File: src/wep_pkg.sv
// Shared types, constants and helpers for the wireframe edge projector.
// No dependencies; imported by wep_div, wireframe_edge_projector, wep_checker and the testbench.
package wep_pkg;

   localparam int MAX_POINTS_DEF = 64;
   localparam int VP_DEPTH       = 16;
   localparam int MT_DEPTH       = 12;
   localparam int ELEM_W         = 4;
   localparam int ACC_W          = 50;
   localparam int DVD_W          = 48;
   localparam int SCL_W          = 49;
   localparam int FRAC_W         = 16;

   localparam logic signed [31:0] ONE_Q16 = 32'sh0001_0000;
   localparam logic signed [31:0] SAT_MAX = 32'sh7FFF_FFFF;
   localparam logic signed [31:0] SAT_MIN = 32'sh8000_0000;

   // identity diagonal of the 3x4 model transform
   localparam logic [ELEM_W-1:0] MT_DIAG0 = 4'd0;
   localparam logic [ELEM_W-1:0] MT_DIAG1 = 4'd5;
   localparam logic [ELEM_W-1:0] MT_DIAG2 = 4'd10;
   localparam logic [ELEM_W-1:0] MT_LAST  = 4'd11;
   localparam logic [ELEM_W-1:0] VP_LAST  = 4'd15;

   localparam logic [13:0] WIDTH_RST  = 14'd1920;
   localparam logic [13:0] HEIGHT_RST = 14'd1080;
   localparam logic [15:0] THICK_RST  = 16'd256;

   typedef enum logic [1:0] {
      OP_LOAD_VP = 2'd0,
      OP_LOAD_MT = 2'd1,
      OP_LOAD_PT = 2'd2,
      OP_EDGE    = 2'd3
   } op_type;

   typedef enum logic [1:0] {
      CSR_WIDTH  = 2'd0,
      CSR_HEIGHT = 2'd1,
      CSR_THICK  = 2'd2
   } csr_type;

   typedef enum logic [9:0] {
      S_IDLE  = 10'b00_0000_0001,
      S_PREAD = 10'b00_0000_0010,
      S_MAT   = 10'b00_0000_0100,
      S_PWR   = 10'b00_0000_1000,
      S_CHECK = 10'b00_0001_0000,
      S_DIVST = 10'b00_0010_0000,
      S_DIV   = 10'b00_0100_0000,
      S_SCL1  = 10'b00_1000_0000,
      S_SCL2  = 10'b01_0000_0000,
      S_OUT   = 10'b10_0000_0000
   } state_type;

   function automatic logic signed [31:0] sat32(input logic signed [ACC_W-1:0] v);
      logic all_same;
      all_same = (v[ACC_W-1:31] == '0) || (v[ACC_W-1:31] == '1);
      if (all_same) begin
         return v[31:0];
      end else if (v[ACC_W-1]) begin
         return SAT_MIN;
      end else begin
         return SAT_MAX;
      end
   endfunction

endpackage

File: src/wep_div.sv
// Bit-serial signed divider: sat32((num * 2^16) / den), truncating toward zero.
// Depends on wep_pkg. One quotient bit per cycle; a zero divisor saturates to the sign of num (zero num gives zero).
module wep_div (
   input  logic               clock,
   input  logic               reset,
   input  logic               start,
   input  logic signed [31:0] num,
   input  logic signed [31:0] den,
   output logic               busy,
   output logic               done,
   output logic signed [31:0] quo
);
   import wep_pkg::*;

   logic              busy_ff;
   logic              done_ff;
   logic [5:0]        cnt_ff;
   logic [32:0]       rem_ff;
   logic [DVD_W-1:0]  dvd_ff;
   logic [DVD_W-1:0]  q_ff;
   logic [31:0]       dmag_ff;
   logic              neg_ff;
   logic signed [31:0] quo_ff;

   logic [32:0]       rem_sh;
   logic              qbit;
   logic [32:0]       rem_in;
   logic [DVD_W-1:0]  q_in;
   logic [31:0]       num_mag;
   logic [31:0]       den_mag;
   logic signed [31:0] fin;

   assign num_mag = num[31] ? 32'(-num) : num;
   assign den_mag = den[31] ? 32'(-den) : den;

   assign rem_sh = {rem_ff[31:0], dvd_ff[DVD_W-1]};
   assign qbit   = (rem_sh >= {1'b0, dmag_ff});
   assign rem_in = qbit ? (rem_sh - {1'b0, dmag_ff}) : rem_sh;
   assign q_in   = {q_ff[DVD_W-2:0], qbit};

   always_comb begin
      if (!neg_ff) begin
         fin = (q_in > DVD_W'(SAT_MAX)) ? SAT_MAX : q_in[31:0];
      end else begin
         fin = (q_in > DVD_W'(33'h1_0000_0000 >> 1)) ? SAT_MIN : 32'(-q_in[31:0]);
      end
   end

   always_ff @(posedge clock) begin
      if (reset) begin
         busy_ff <= 1'b0;
         done_ff <= 1'b0;
         cnt_ff  <= '0;
      end else begin
         done_ff <= 1'b0;
         if (start) begin
            if (den == '0) begin
               done_ff <= 1'b1;
            end else begin
               busy_ff <= 1'b1;
               cnt_ff  <= '0;
            end
         end else if (busy_ff) begin
            cnt_ff <= cnt_ff + 6'd1;
            if (cnt_ff == 6'(DVD_W - 1)) begin
               busy_ff <= 1'b0;
               done_ff <= 1'b1;
            end
         end
      end
   end

   always_ff @(posedge clock) begin
      if (start) begin
         rem_ff  <= '0;
         q_ff    <= '0;
         dvd_ff  <= {num_mag, 16'b0};
         dmag_ff <= den_mag;
         neg_ff  <= num[31] ^ den[31];
         if (num[31]) begin
            quo_ff <= SAT_MIN;
         end else if (num != '0) begin
            quo_ff <= SAT_MAX;
         end else begin
            quo_ff <= '0;
         end
      end else if (busy_ff) begin
         rem_ff <= rem_in;
         q_ff   <= q_in;
         dvd_ff <= {dvd_ff[DVD_W-2:0], 1'b0};
         if (cnt_ff == 6'(DVD_W - 1)) begin
            quo_ff <= fin;
         end
      end
   end

   assign busy = busy_ff;
   assign done = done_ff;
   assign quo  = quo_ff;

endmodule

File: config.mk
export PLATFORM = sky130hd
export DESIGN_NAME = wep_div
export DESIGN_NICKNAME = d
export VERILOG_FILES = /design/src/wep_pkg.sv /design/src/wep_div.sv
export SDC_FILE = /design/constraint.sdc
export NUM_CORES = 1
export LEC_CHECK = 0
export BUFFER_PORTS_ARGS = -buffer_cell sky130_fd_sc_hd__buf_2
export CELL_PAD_IN_SITES_DETAIL_PLACEMENT = 0
export CELL_PAD_IN_SITES_GLOBAL_PLACEMENT = 1
export CORE_MARGIN = 1.5
export CORE_UTILIZATION = 35
export DETAILED_ROUTE_END_ITERATION = 6
export PLACE_DENSITY = 0.63
export SLEW_MARGIN = 20
export SYNTH_ARGS = -nofsm -noshare
export SYNTH_HDL_FRONTEND = slang
export SYNTH_SLANG_ARGS = --single-unit
File: constraint.sdc
create_clock -name clock -period 7.34 [get_ports clock]
set_input_delay 0.367 -clock clock [delete_from_list [all_inputs] [get_ports clock]]
set_output_delay 0.367 -clock clock [all_outputs]
set_load 0.01 [all_outputs]
==> PnR_summary.wiki, run 1 <==
{| class="wikitable"
! Metric !! Value
|-
| Critical path's slowest cell || sky130_fd_sc_hd__or3_1
|-
| Library cell with the largest summed area after synthesis || sky130_fd_sc_hd__edfxtp_1
|-
| Result of the run || finished, final reports clean
|-
| Kind of start point of the critical path || flop
|-
| Data arrival at the endpoint of the critical path || between 5000 and 6000 ps
|-
| ANT nets after route || 0
|-
| Post-Synthesis Mean Instance Area || approximately 9 um^2
|-
| Area of the die || 0.03210 mm^2
|-
| Hold Violations, Final || 0
|-
| Area inside the core boundary || 0.03059 mm^2
|-
| Height of the die || roughly 180 um
|-
| Resized cells post-CTS || 0
|-
| Clock buffer depth || 2
|-
| Number of violations of the max-capacitance limit || 0
|-
| Wire length of the first global-routing pass || approximately 44 mm
|-
| Net count after synthesis || about 1300
|-
| Post-Route Setup TNS || 0 ps
|-
| EDFF count, synth || 97
|-
| Slew headroom || 0.3846
|-
| Cell count after placement || 1653
|-
| DRC marker count from the first detailed-route iteration || around 600
|-
| Total via count in the routed design || 9030
|-
| Number of different library cells in the post-synthesis netlist || a little over 70
|-
| Critical-path cell list || inv_1 -> ha_1 -> a21oi_1 -> a211oi_1 -> o21ai_0 -> a211oi_1 -> nor3_1 -> o21a_1 -> ha_1 -> nand2b_1 -> nand4b_1 -> or2_1 -> or3_1 -> a21o_1 -> or3_1 -> o41a_1 -> o211ai_2
|-
| Sequential cell area fraction in the yosys report || 0.4285
|-
| Count of buffers added by post-CTS timing repair for setup || 0
|-
| Launching point of the worst reg2reg path || dmag_ff[11]$_DFFE_PP_
|-
| Layout area overhead || 12.43%
|-
| Peak clock frequency supported by timing || ~180 MHz
|-
| Number of cells traversed by the worst register-to-register path || 17
|-
| Area fraction of the dominant cell type after synthesis || 0.2682
|-
| Remaining routing DRC violations || 0
|-
| Number of instances on the worst hold path || 2
|-
| Worst stage delay on the critical path || 700 ps
|-
| Routed wl met2 || ~12 mm
|-
| Maximum clock skew at final layout || between 10 and 15 ps
|-
| Data required time of the critical path || ~7600 ps
|-
| Worst reg-to-reg setup slack || about 1700 ps
|-
| Slew Viols, Final || 0
|-
| Fillers || approximately 3200
|-
| Time the worst path needs with I/O delays and setup || approximately 5600 ps
|-
| #FFs+latches synth || between 150 and 200
|-
| Worst Path Buf+Inv || 1
|-
| Overall Power || 2.725 mW
|-
| Top flip-flop cell by instance count after synthesis || sky130_fd_sc_hd__edfxtp_1
|-
| Gp weighted congestion || between 0.7 and 0.8
|-
| Maximum number of pins on one net before global-route repair || 85
|-
| Cells after synthesis || approximately 1200
|-
| Post-synthesis instance area || between 0.01 and 0.015 mm^2
|-
| Share of post-route cells with drive strength above 1 || 0.1218
|-
| Register clock-pin slew on the reported worst setup and hold paths || about 80 ps
|-
| Number of standard-cell rows in the floorplan || 64
|-
| Starting density of the core || 0.3551
|-
| Total congestion overflow || 0
|-
| Worst slack at placement || 1768 ps
|-
| Proportion of register bits with asynchronous set or reset after synthesis || 0
|-
| P per Cell Area || between 200 and 250 mW/mm^2
|-
| Footprint of the multi-input gates || 0.005703 mm^2
|-
| Aggregate routed wire length || between 20 and 30 mm
|-
| Hold-critical path endpoint || busy$_SDFFE_PP0N_
|-
| Vias in the first global route || roughly 8400
|-
| CTS H-tree lvls || 4
|-
| DP Wirelength || between 15 and 20 mm
|-
| Tot GR Track Use || 0.1722
|-
| Post-route fraction of the period consumed by the critical path || 0.7687
|-
| TritonCTS clock tree || built
|-
| Root buf cell || sky130_fd_sc_hd__clkbuf_16
|-
| Total number of cells along the worst setup path || 17
|-
| Kind of cell adding the most delay to the critical path || simple AND/OR/NAND/NOR gates
|-
| Post-layout instance count excluding filler cells || 1685
|-
| Vias per cell || approximately 5.4
|-
| Total clock sinks || between 150 and 200
|-
| VDD IR-drop max || between 0.0001 and 0.00015 V
|-
| Path class of the lowest-slack min-delay path || input pin to flop
|-
| Number of buffers created by CTS || 17
|-
| Number of antenna violations at the first check in global routing || 1
|-
| Metal-1 WL || about 14 mm
|-
| Slew at the pin closest to its max-slew limit || about 900 ps
|-
| Final setup violating endpoints || 0
|-
| Leak Pwr || between 4 and 5 nW
|-
| Antenna diode count || 0
|-
| Wire length per cell || roughly 16 um
|-
| Critical Path End Type || flop
|-
| Post-CTS Hold Fix Bufs || 0
|-
| Slack of the critical path || 1698 ps
|-
| Startpoint of the tightest hold check path || reset
|-
| Area used by sequential logic in the layout || 0.004658 mm^2
|-
| Die Width || 179.2 um
|-
| Uppermost layer routed || met4
|-
| Number of I/O port buffers || 100
|-
| Maximum fanout encountered on the critical timing path || 18
|-
| Classification of the worst setup path || flop to flop
|-
| Insertion delay to the later sink of the worst-skew pair || 440 ps
|-
| Yosys warns || 0
|-
| Total length of routed met3 wires || roughly 890 um
|-
| Post-layout net count || around 1400
|-
| DRT Pass-1 Iters || 5
|-
| Cell types occupying the most area after synthesis || sky130_fd_sc_hd__edfxtp_1, sky130_fd_sc_hd__dfxtp_1, sky130_fd_sc_hd__nor2_1
|-
| Unrepaired setup endpoints after global routing || false
|-
| Endpoint of the worst register-to-register path || quo[5]$_DFFE_PP_
|-
| I/O Pins || around 100
|}
==> sequential cells by signal (all words and copies together), names as in the netlist <==
signal and cells:
busy 1, dmag_ff 32, done 1, cnt_ff 6, rem_ff 32, quo 32
dvd_ff 32, q_ff 47, neg_ff 1
==> worst max path at each step <==
stage | end | from | slack [ps]
global route | quo[29]$_DFFE_PP_ | dmag_ff[11]$_DFFE_PP_ | 1310
CTS | quo[5]$_DFFE_PP_ | dmag_ff[11]$_DFFE_PP_ | 1730
finish | quo[5]$_DFFE_PP_ | dmag_ff[11]$_DFFE_PP_ | 1700
floorplan | quo[25]$_DFFE_PP_ | dmag_ff[20]$_DFFE_PP_ | 2210
detailed placement | quo[5]$_DFFE_PP_ | dmag_ff[11]$_DFFE_PP_ | 1770
global placement | quo[5]$_DFFE_PP_ | dmag_ff[11]$_DFFE_PP_ | 1900
==> cell families after synthesis <==
family,share of synthesized area
muxes,0.04700
adders and majority gates,0.04331
buffers and inverters,0.04677
and+or+nand+nor,0.1865
DFF,0.4285
xor gates and xnor gates,0.07177
AOI/OAI and AO/OA,0.1761
==> cells in the final DEF, fill, tap and decap left out, types with 4 or more instances in the layout <==
cell / count
sky130_fd_sc_hd__nor2b_1: 6
sky130_fd_sc_hd__nand3_1: 19
sky130_fd_sc_hd__o211ai_1: 6
sky130_fd_sc_hd__o311ai_0: 4
sky130_fd_sc_hd__a311oi_1: 25
sky130_fd_sc_hd__o311ai_1: 6
sky130_fd_sc_hd__o31ai_1: 20
sky130_fd_sc_hd__mux2i_1: 51
sky130_fd_sc_hd__nand2_1: 107
sky130_fd_sc_hd__buf_4: 8
sky130_fd_sc_hd__nand2b_1: 12
sky130_fd_sc_hd__a21o_1: 9
sky130_fd_sc_hd__dfxtp_1: 86
sky130_fd_sc_hd__a211oi_1: 17
sky130_fd_sc_hd__edfxtp_1: 97
sky130_fd_sc_hd__a31oi_1: 7
sky130_fd_sc_hd__o21a_1: 4
sky130_fd_sc_hd__nand3b_1: 5
sky130_fd_sc_hd__ha_1: 36
sky130_fd_sc_hd__or4_1: 8
sky130_fd_sc_hd__nor2_1: 162
sky130_fd_sc_hd__or3_1: 22
sky130_fd_sc_hd__inv_1: 61
sky130_fd_sc_hd__nor3_1: 35
sky130_fd_sc_hd__or2_2: 10
sky130_fd_sc_hd__xor2_1: 48
sky130_fd_sc_hd__xnor2_1: 41
sky130_fd_sc_hd__o21bai_1: 4
sky130_fd_sc_hd__a21oi_1: 74
sky130_fd_sc_hd__clkbuf_16: 17
sky130_fd_sc_hd__nor4_1: 19
sky130_fd_sc_hd__o41ai_1: 15
sky130_fd_sc_hd__o21ai_0: 75
sky130_fd_sc_hd__nand4_1: 9
sky130_fd_sc_hd__buf_2: 99
==> Yosys cell counts, types with 3 or more instances <==
library cell and count:
sky130_fd_sc_hd__nor2b_1 6, sky130_fd_sc_hd__or4_1 8, sky130_fd_sc_hd__o211ai_1 6, sky130_fd_sc_hd__ha_1 36
sky130_fd_sc_hd__a21oi_1 74, sky130_fd_sc_hd__or2_2 10, sky130_fd_sc_hd__nor4_1 19, sky130_fd_sc_hd__nand3b_1 5
sky130_fd_sc_hd__o22ai_1 3, sky130_fd_sc_hd__xor2_1 48, sky130_fd_sc_hd__nand2_1 107, sky130_fd_sc_hd__and2_1 3
sky130_fd_sc_hd__o21a_1 4, sky130_fd_sc_hd__clkbuf_1 54, sky130_fd_sc_hd__dfxtp_1 87, sky130_fd_sc_hd__a211oi_1 17
sky130_fd_sc_hd__a221oi_1 3, sky130_fd_sc_hd__buf_1 12, sky130_fd_sc_hd__nor3_1 35, sky130_fd_sc_hd__nand3_1 19
sky130_fd_sc_hd__nand2b_1 12, sky130_fd_sc_hd__a31oi_1 7, sky130_fd_sc_hd__o311ai_0 4, sky130_fd_sc_hd__xnor2_1 41
sky130_fd_sc_hd__o41ai_1 15, sky130_fd_sc_hd__a21o_1 9, sky130_fd_sc_hd__o21ai_0 75, sky130_fd_sc_hd__o21bai_1 4
sky130_fd_sc_hd__a311oi_1 25, sky130_fd_sc_hd__nor2_1 162, sky130_fd_sc_hd__o31ai_1 20, sky130_fd_sc_hd__mux2i_1 51
sky130_fd_sc_hd__nand4_1 9, sky130_fd_sc_hd__inv_1 61, sky130_fd_sc_hd__or3_1 22, sky130_fd_sc_hd__o311ai_1 6
sky130_fd_sc_hd__edfxtp_1 97
==> where the power goes <==
| part | switching [mW] | total [mW] | internal, mW | leakage [nW] |
|---|---|---|---|---|
| clock | 0.436 | 0.892 | 0.456 | 0.269 |
| sequential | 0.0389 | 1.21 | 1.17 | 1.67 |
| combinational | 0.383 | 0.621 | 0.238 | 2.83 |
==> routing by layer <==
metal  global-route usage  up-vias
met5                    0        -
met4              0.04201        0
met3              0.02502       23
met2               0.2693      168
met1               0.2485     4308
li1                     -     4531
==> through the flow <==
step           utilization  hold slack [ps]  cell area [um^2]
3_3_place_gp        0.3811            441.7             11660
5_1_grt             0.3992            109.1             12210
2_1_floorplan            -            426.0             10860
6_report            0.3992            115.0             12210
3_5_place_dp        0.3811            457.8             11660
4_1_cts             0.3992            101.4             12210
==> area by class of cell <==
cell class	instances	area share
Timing Repair Buffer	108	0.04641
Sequential cell	184	0.3815
Multi-Input combinational cell	903	0.4670
Tap cell	396	0.04057
Inverter	62	0.01906
Clock inverter	11	0.008607
Clock buffer	21	0.03689
Note: power is estimated with default switching activity, not from simulation.
==> inputs of run 2 (changes only) <==
==> constraint.sdc (replaced) <==
create_clock -name clock -period 5.8 [get_ports clock]
set_input_delay 0.29 -clock clock [delete_from_list [all_inputs] [get_ports clock]]
set_output_delay 0.29 -clock clock [all_outputs]
set_load 0.01 [all_outputs]
==> run 2 against run 1 <==
Against the previous run:
- non-clock buffer count is 4 higher
- die area stayed put
- cell count is 0.30% higher
- sequential cell count stayed put
- clock skew is 0.63 ps lower
- sequential share of layout area is 0.086 points lower
- first-iteration DRC count is 7.3% lower
- register-to-register slack worse by 1100 ps
- global-route usage is 0.10 points higher
==> PnR_summary.wiki, run 2 (synthesis results as in run 1) <==
{| class="wikitable"
! Metric !! Value
|-
| Layout area overhead || 12.68%
|-
| Largest register by flop count || q_ff
|-
| Post-layout net count || 1384 (+0.29%)
|-
| Area of the die || 0.03210 mm^2 (unchanged)
|-
| Cell count after placement || 1657 (+0.24%)
|-
| ANT nets after route || 0 (unchanged)
|-
| P per Cell Area || 281.6 mW/mm^2 (+26%)
|-
| Post-layout instance count excluding filler cells || 1690 (+0.30%)
|-
| DP Wirelength || 19.14 mm (+0.95%)
|-
| VDD IR-drop max || 0.0002005 V (+40%)
|-
| Total clock sinks || 184 (unchanged)
|-
| Number of buffers created by CTS || 17 (unchanged)
|-
| Met2 capacity usage during global routing || 0.2794 (+0.01014)
|-
| Classification of the worst setup path || flop to flop
|-
| Critical-path cell list || inv_1 -> ha_1 -> a21oi_1 -> a211oi_1 -> o21ai_0 -> a211oi_1 -> nor3_1 -> buf_4 -> o21a_1 -> ha_1 -> nand2b_1 -> nand4b_1 -> or2_1 -> or3_1 -> a21o_1 -> buf_4 -> or3_1 -> o41a_1 -> o211ai_2
|-
| Kind of cell adding the most delay to the critical path || simple AND/OR/NAND/NOR gates
|-
| Slew Viols, Final || 0 (unchanged)
|-
| Most frequent cells in the layout || sky130_fd_sc_hd__nor2_1, sky130_fd_sc_hd__nand2_1, sky130_fd_sc_hd__buf_2, sky130_fd_sc_hd__edfxtp_1, sky130_fd_sc_hd__dfxtp_1
|-
| Final core occ || 0.4001 (+0.0009000)
|-
| Hold-critical path endpoint || busy$_SDFFE_PP0N_
|-
| Vias in the first global route || 8346 (-0.58%)
|-
| Slew headroom || 0.3999 (+0.01538)
|-
| Number of violations of the max-capacitance limit || 0 (unchanged)
|-
| Startpoint of the worst setup timing path || dmag_ff[11]$_DFFE_PP_
|-
| I/O Pins || 101 (unchanged)
|-
| Kind of start point of the critical path || flop
|-
| DRC marker count from the first detailed-route iteration || 557 (-7.3%)
|-
| Die Width || 179.2 um (unchanged)
|-
| Maximum clock skew at final layout || 11.96 ps (-0.6344 ps)
|-
| Path class of the lowest-slack min-delay path || input pin to flop
|-
| Maximum fanout encountered on the critical timing path || 18 (unchanged)
|-
| Fillers || 3167 (-0.16%)
|-
| Number of instances on the worst hold path || 2 (unchanged)
|-
| Launching point of the worst reg2reg path || dmag_ff[11]$_DFFE_PP_
|-
| Worst Path Buf+Inv || 3 (+2)
|-
| Finished Cell Area || 0.01224 mm^2 (+0.23%)
|-
| Starting density of the core || 0.3551 (unchanged)
|-
| Aggregate routed wire length || 27.26 mm (+0.71%)
|-
| Hold Violations, Final || 0 (unchanged)
|-
| Time the worst path needs with I/O delays and setup || 5215 ps (-426.9 ps)
|-
| Maximum number of pins on one net before global-route repair || 72 (-15%)
|-
| Number of cells traversed by the worst register-to-register path || 19 (+2)
|-
| DRT Pass-1 Iters || 5 (unchanged)
|-
| Critical Path End Type || flop
|-
| Worst slack at placement || 636.2 ps (-1132 ps)
|-
| Result of the run || finished, final reports clean
|-
| Vias per cell || 5.288 (-1.3%)
|-
| Endpoint of the worst register-to-register path || quo[5]$_DFFE_PP_
|-
| Insertion delay to the later sink of the worst-skew pair || 440 ps (about the same)
|-
| Post-CTS Hold Fix Bufs || 0 (unchanged)
|-
| Area inside the core boundary || 0.03059 mm^2 (unchanged)
|-
| Fin Hold WS || 55.65 ps (-59.39 ps)
|-
| Share of post-route cells with drive strength above 1 || 0.1253 (+0.003490)
|-
| Total placed instance area || 0.01168 mm^2 (+0.23%)
|-
| Number of standard-cell rows in the floorplan || 64 (unchanged)
|-
| Met3 demand-to-capacity share in global routing || 0.02078 (-0.004241)
|-
| Final setup violating endpoints || 0 (unchanged)
|-
| Count of buffers added by post-CTS timing repair for setup || 0 (unchanged)
|-
| Peak clock frequency supported by timing || 191.7 MHz (+8.2%)
|-
| Height of the die || 179.2 um (unchanged)
|-
| Resized cells post-CTS || 0 (unchanged)
|-
| Post-Route Setup TNS || 0 ps (unchanged)
|-
| CTS H-tree lvls || 4 (unchanged)
|-
| Data required time of the critical path || 6090 ps (-1540 ps)
|-
| Gp weighted congestion || 0.8013 (+1.1%)
|-
| Total congestion overflow || 0 (unchanged)
|-
| TritonCTS clock tree || built
|-
| Busiest layer in global routing || met2
|-
| Post-route fraction of the period consumed by the critical path || 0.8992 (+0.1305)
|-
| Slack of the critical path || 584.8 ps (-1113 ps)
|-
| Startpoint of the tightest hold check path || reset
|-
| Clock buffer depth || 2 (unchanged)
|-
| Remaining routing DRC violations || 0 (unchanged)
|-
| Unrepaired setup endpoints after global routing || false
|-
| Register clock-pin slew on the reported worst setup and hold paths || 70 ps (about the same)
|-
| Root buf cell || sky130_fd_sc_hd__clkbuf_16
|-
| Wire length of the first global-routing pass || 44.19 mm (+0.82%)
|-
| Worst reg-to-reg setup slack || 580 ps (-1110 ps)
|-
| Number of antenna violations at the first check in global routing || 0 (-1)
|-
| Total via count in the routed design || 8937 (-1.0%)
|-
| Slew at the pin closest to its max-slew limit || 900.1 ps (-17.70 ps)
|-
| Number of I/O port buffers || 100 (unchanged)
|-
| Tot GR Track Use || 0.1733 (+0.001045)
|-
| Fraction of met1 tracks used by global routing || 0.2439 (-0.004632)
|-
| Data arrival at the endpoint of the critical path || 5510 ps (-420 ps)
|-
| Most frequent standard cell in the layout excluding fill and tap cells || sky130_fd_sc_hd__nor2_1
|-
| Leak Pwr || 4.781 nW (+0.31%)
|-
| Wire length per cell || 16.13 um (+0.41%)
|-
| Max FFs per register || 47 (unchanged)
|-
| Critical path's slowest cell || sky130_fd_sc_hd__or3_1
|-
| Worst stage delay on the critical path || 620 ps (-80 ps)
|-
| Overall Power || 3.447 mW (+27%)
|}
[run 2: cell types whose count changed in the layout (fill, tap and decap cells not counted), sizes merged]
cell / before / now
buf: 108 / 112
clkinvlp: 1 / 3
clkinv: 4 / 2
inv: 68 / 69
clkbuf: 21 / 20
diode: 0 / 1
[run 2: routing by layer]
layer / vias to the layer above / share of wire
met3: 19 / 0.022
met5: - / 0
met1: 4256 / 0.52
met4: 0 / 0.011
li1: 4547 / -
met2: 115 / 0.45
[run 2: power breakdown]
group / internal (mW) / total, mW / switching (mW)
registers: 1.48 / 1.53 / 0.0498
logic: 0.303 / 0.785 / 0.482
clock network: 0.576 / 1.13 / 0.553
total: 2.36 / 3.45 / 1.08
[run 2: how the worst max path moves through the flow]
stage                                   end  slack (ps)  depth (start not counted)
after floorplan           quo[25]$_DFFE_PP_         670                         24
after global placement     quo[5]$_DFFE_PP_         710                         18
after detailed placement   quo[5]$_DFFE_PP_         640                         17
after CTS                  quo[5]$_DFFE_PP_         600                         19
after global routing      quo[23]$_DFFE_PP_          80                         20
final                      quo[5]$_DFFE_PP_         580                         19
[run 2: layout make-up]
class	count	area, um^2	share of cell area
antenna	1	2.502	0.0002045
tap	396	495.5	0.04048
sequential	184	4658	0.3806
timing repair buffer	112	596.8	0.04876
inverter	62	232.7	0.01901
clock buffer	20	446.7	0.03650
multi-input combinational	903	5699	0.4657
clock inverter	12	107.6	0.008792
==> inputs of run 3 (changes only) <==
--- a/config.mk
+++ b/config.mk
@@ -8,7 +8,7 @@
 export BUFFER_PORTS_ARGS = -buffer_cell sky130_fd_sc_hd__buf_2
 export CELL_PAD_IN_SITES_DETAIL_PLACEMENT = 0
 export CELL_PAD_IN_SITES_GLOBAL_PLACEMENT = 1
-export CORE_MARGIN = 1.5
+export CORE_MARGIN = 5
 export CORE_UTILIZATION = 35
 export DETAILED_ROUTE_END_ITERATION = 6
 export PLACE_DENSITY = 0.63
==> run 3 against run 2 <==
Against the previous run:
- final area grew 0.37%
- sequential share of layout area down 0.14 points
- sequential cell count is the same
- critical path type unchanged
- largest cell class unchanged
- highest routed layer unchanged
==> PnR_summary.wiki, run 3 (synthesis results as in run 1) <==
{| class="wikitable"
! Metric !! Value
|-
| Result of the run || finished, final reports clean
|-
| Launching point of the worst reg2reg path || dmag_ff[26]$_DFFE_PP_
|-
| Slew Viols, Final || 0 (unchanged)
|-
| Number of buffers created by CTS || 17 (unchanged)
|-
| Die Width || 186.2 um (+3.9%)
|-
| Number of cells traversed by the worst register-to-register path || 18 (-1)
|-
| Post-CTS Hold Fix Bufs || 0 (unchanged)
|-
| Peak clock frequency supported by timing || 189.1 MHz (-1.4%)
|-
| DRT Pass-1 Iters || 5 (unchanged)
|-
| Most frequent standard cell in the layout excluding fill and tap cells || sky130_fd_sc_hd__nor2_1
|-
| Footprint of the multi-input gates || 0.005699 mm^2 (unchanged)
|-
| Total via count in the routed design || 8960 (+0.26%)
|-
| Fillers || 3165 (-0.063%)
|-
| Starting density of the core || 0.3551 (unchanged)
|-
| Number of instances on the worst hold path || 2 (unchanged)
|-
| Cell count after placement || 1657 (unchanged)
|-
| Area inside the core boundary || 0.03059 mm^2 (unchanged)
|-
| Root buf cell || sky130_fd_sc_hd__clkbuf_16
|-
| ANT nets after route || 0 (unchanged)
|-
| Clock buffer depth || 2 (unchanged)
|-
| Post-Route Setup TNS || 0 ps (unchanged)
|-
| Unrepaired setup endpoints after global routing || false
|-
| Number of I/O port buffers || 100 (unchanged)
|-
| Wire length per cell || 16.30 um (+1.0%)
|-
| Kind of start point of the critical path || flop
|-
| Leak Pwr || 4.805 nW (+0.50%)
|-
| Number of violations of the max-capacitance limit || 0 (unchanged)
|-
| Busiest layer in global routing || met2
|-
| P per Cell Area || 287.1 mW/mm^2 (+1.9%)
|-
| Wire length of the first global-routing pass || 45.43 mm (+2.8%)
|-
| Fraction of met1 tracks used by global routing || 0.2321 (-0.01186)
|-
| Startpoint of the worst setup timing path || dmag_ff[26]$_DFFE_PP_
|-
| Hold Violations, Final || 0 (unchanged)
|-
| I/O Pins || 101 (unchanged)
|-
| Post-route fraction of the period consumed by the critical path || 0.9119 (+0.01275)
|-
| Critical path's most frequent cell || sky130_fd_sc_hd__a21oi_1
|-
| DRC marker count from the first detailed-route iteration || 488 (-12%)
|-
| Number of standard-cell rows in the floorplan || 64 (unchanged)
|-
| Critical-path cell list || inv_1 -> ha_1 -> a21oi_1 -> o21bai_1 -> a21oi_1 -> a21oi_1 -> nor4b_1 -> o21a_1 -> ha_1 -> nand2b_1 -> nand4b_1 -> or2_1 -> or3_1 -> a21o_1 -> buf_4 -> or3_1 -> o41a_1 -> o211ai_2
|-
| Maximum number of pins on one net before global-route repair || 76 (+5.6%)
|-
| CTS H-tree lvls || 4 (unchanged)
|-
| Data arrival at the endpoint of the critical path || 5580 ps (+70 ps)
|-
| Classification of the worst setup path || flop to flop
|-
| Worst stage delay on the critical path || 630 ps (about the same)
|-
| Worst slack at placement || 585.2 ps (-51.03 ps)
|-
| Resized cells post-CTS || 0 (unchanged)
|-
| Slew at the pin closest to its max-slew limit || 789.2 ps (-110.9 ps)
|-
| Area used by sequential logic in the layout || 0.004658 mm^2 (unchanged)
|-
| Share of post-route cells with drive strength above 1 || 0.1253 (unchanged)
|-
| Startpoint of the tightest hold check path || reset
|-
| Maximum clock skew at final layout || 9.359 ps (-2.605 ps)
|-
| Maximum fanout encountered on the critical timing path || 18 (unchanged)
|-
| Largest register by flop count || q_ff
|-
| VDD IR-drop max || 0.0001816 V (-9.4%)
|-
| Time the worst path needs with I/O delays and setup || 5289 ps (+73.93 ps)
|-
| Path class of the lowest-slack min-delay path || input pin to flop
|-
| Critical Path End Type || flop
|-
| Register clock-pin slew on the reported worst setup and hold paths || 80 ps (about the same)
|-
| Post-layout instance count excluding filler cells || 1689 (-0.059%)
|-
| Final setup violating endpoints || 0 (unchanged)
|-
| Aggregate routed wire length || 27.53 mm (+0.98%)
|-
| Layout area overhead || 13.10%
|-
| Final core occ || 0.4016 (+0.001472)
|-
| Vias in the first global route || 8741 (+4.7%)
|-
| Remaining routing DRC violations || 0 (unchanged)
|-
| Data required time of the critical path || 6090 ps (about the same)
|-
| Antenna diode count || 0 (-1)
|-
| Most frequent cells in the layout || sky130_fd_sc_hd__nor2_1, sky130_fd_sc_hd__nand2_1, sky130_fd_sc_hd__buf_2, sky130_fd_sc_hd__edfxtp_1, sky130_fd_sc_hd__dfxtp_1
|-
| Count of buffers added by post-CTS timing repair for setup || 0 (unchanged)
|-
| TritonCTS clock tree || built
|-
| Met3 demand-to-capacity share in global routing || 0.02489 (+0.004113)
|-
| Slew headroom || 0.4719 (+0.07200)
|-
| Critical path's slowest cell || sky130_fd_sc_hd__or3_1
|-
| Number of antenna violations at the first check in global routing || 1 (+1)
|-
| Met2 capacity usage during global routing || 0.2530 (-0.02641)
|-
| Vias per cell || 5.305 (+0.32%)
|-
| DP Wirelength || 19.53 mm (+2.0%)
|-
| Height of the die || 186.2 um (+3.9%)
|-
| Tot GR Track Use || 0.1602 (-0.01309)
|-
| Area of the die || 0.03466 mm^2 (+8.0%)
|-
| Max FFs per register || 47 (unchanged)
|-
| Post-layout net count || 1384 (unchanged)
|-
| Total congestion overflow || 0 (unchanged)
|-
| Slack of the critical path || 510.8 ps (-73.93 ps)
|-
| Gp weighted congestion || 0.8046 (+0.41%)
|-
| Insertion delay to the later sink of the worst-skew pair || 430 ps (about the same)
|-
| Total clock sinks || 184 (unchanged)
|}
==> run 3: worst paths after layout <==
kind | to | slack, ps
worst min-delay path | busy$_SDFFE_PP0N_ | 40
worst max-delay path | quo[5]$_DFFE_PP_ | 510
worst min register to register | rem_ff[31]$_SDFFE_PP0P_ | 480
worst max register to register | quo[5]$_DFFE_PP_ | 510
==> run 3: worst max-delay path: cells and delay by family, from the launching register on <==
kind	cells	cell delay (ps)
AND/OR/NAND/NOR	6	2400
AO/OA/AOI/OAI	8	1660
adder cells (fa/ha/maj)	2	450
flip-flops	1	370
buffers and inverters	2	260
==> run 3: per-layer routing <==
| layer | part of all wire | up-vias |
|---|---|---|
| met4 | 0.012 | 0 |
| met5 | 0 | - |
| met2 | 0.44 | 161 |
| met1 | 0.51 | 4227 |
| met3 | 0.035 | 26 |
| li1 | - | 4546 |
==> run 3: final cells by class <==
cell class | instances | share of cell area
clock buffers | 21 | 0.03840
clock inverters | 11 | 0.01059
inverters | 62 | 0.01894
multi-input cells | 903 | 0.4639
flip-flops and latches | 184 | 0.3792
well taps | 396 | 0.04033
repair buffers | 112 | 0.04858
==> run 3: where the power goes <==
| group | total, mW | switching (mW) | internal (mW) |
|---|---|---|---|
| Clock | 1.21 | 0.557 | 0.649 |
| Combinational | 0.793 | 0.490 | 0.303 |
| Sequential | 1.53 | 0.0451 | 1.48 |
==> run 3: per-stage QoR <==
step                power, mW  hold slack (ps)  area (um^2)
floorplan               2.121            359.1        10860
global placement        2.355            456.1        11680
detailed placement      2.355            458.4        11680
CTS                     3.575            15.16        12280
global route            3.728            28.52        12280
finish                  3.527            42.86        12280
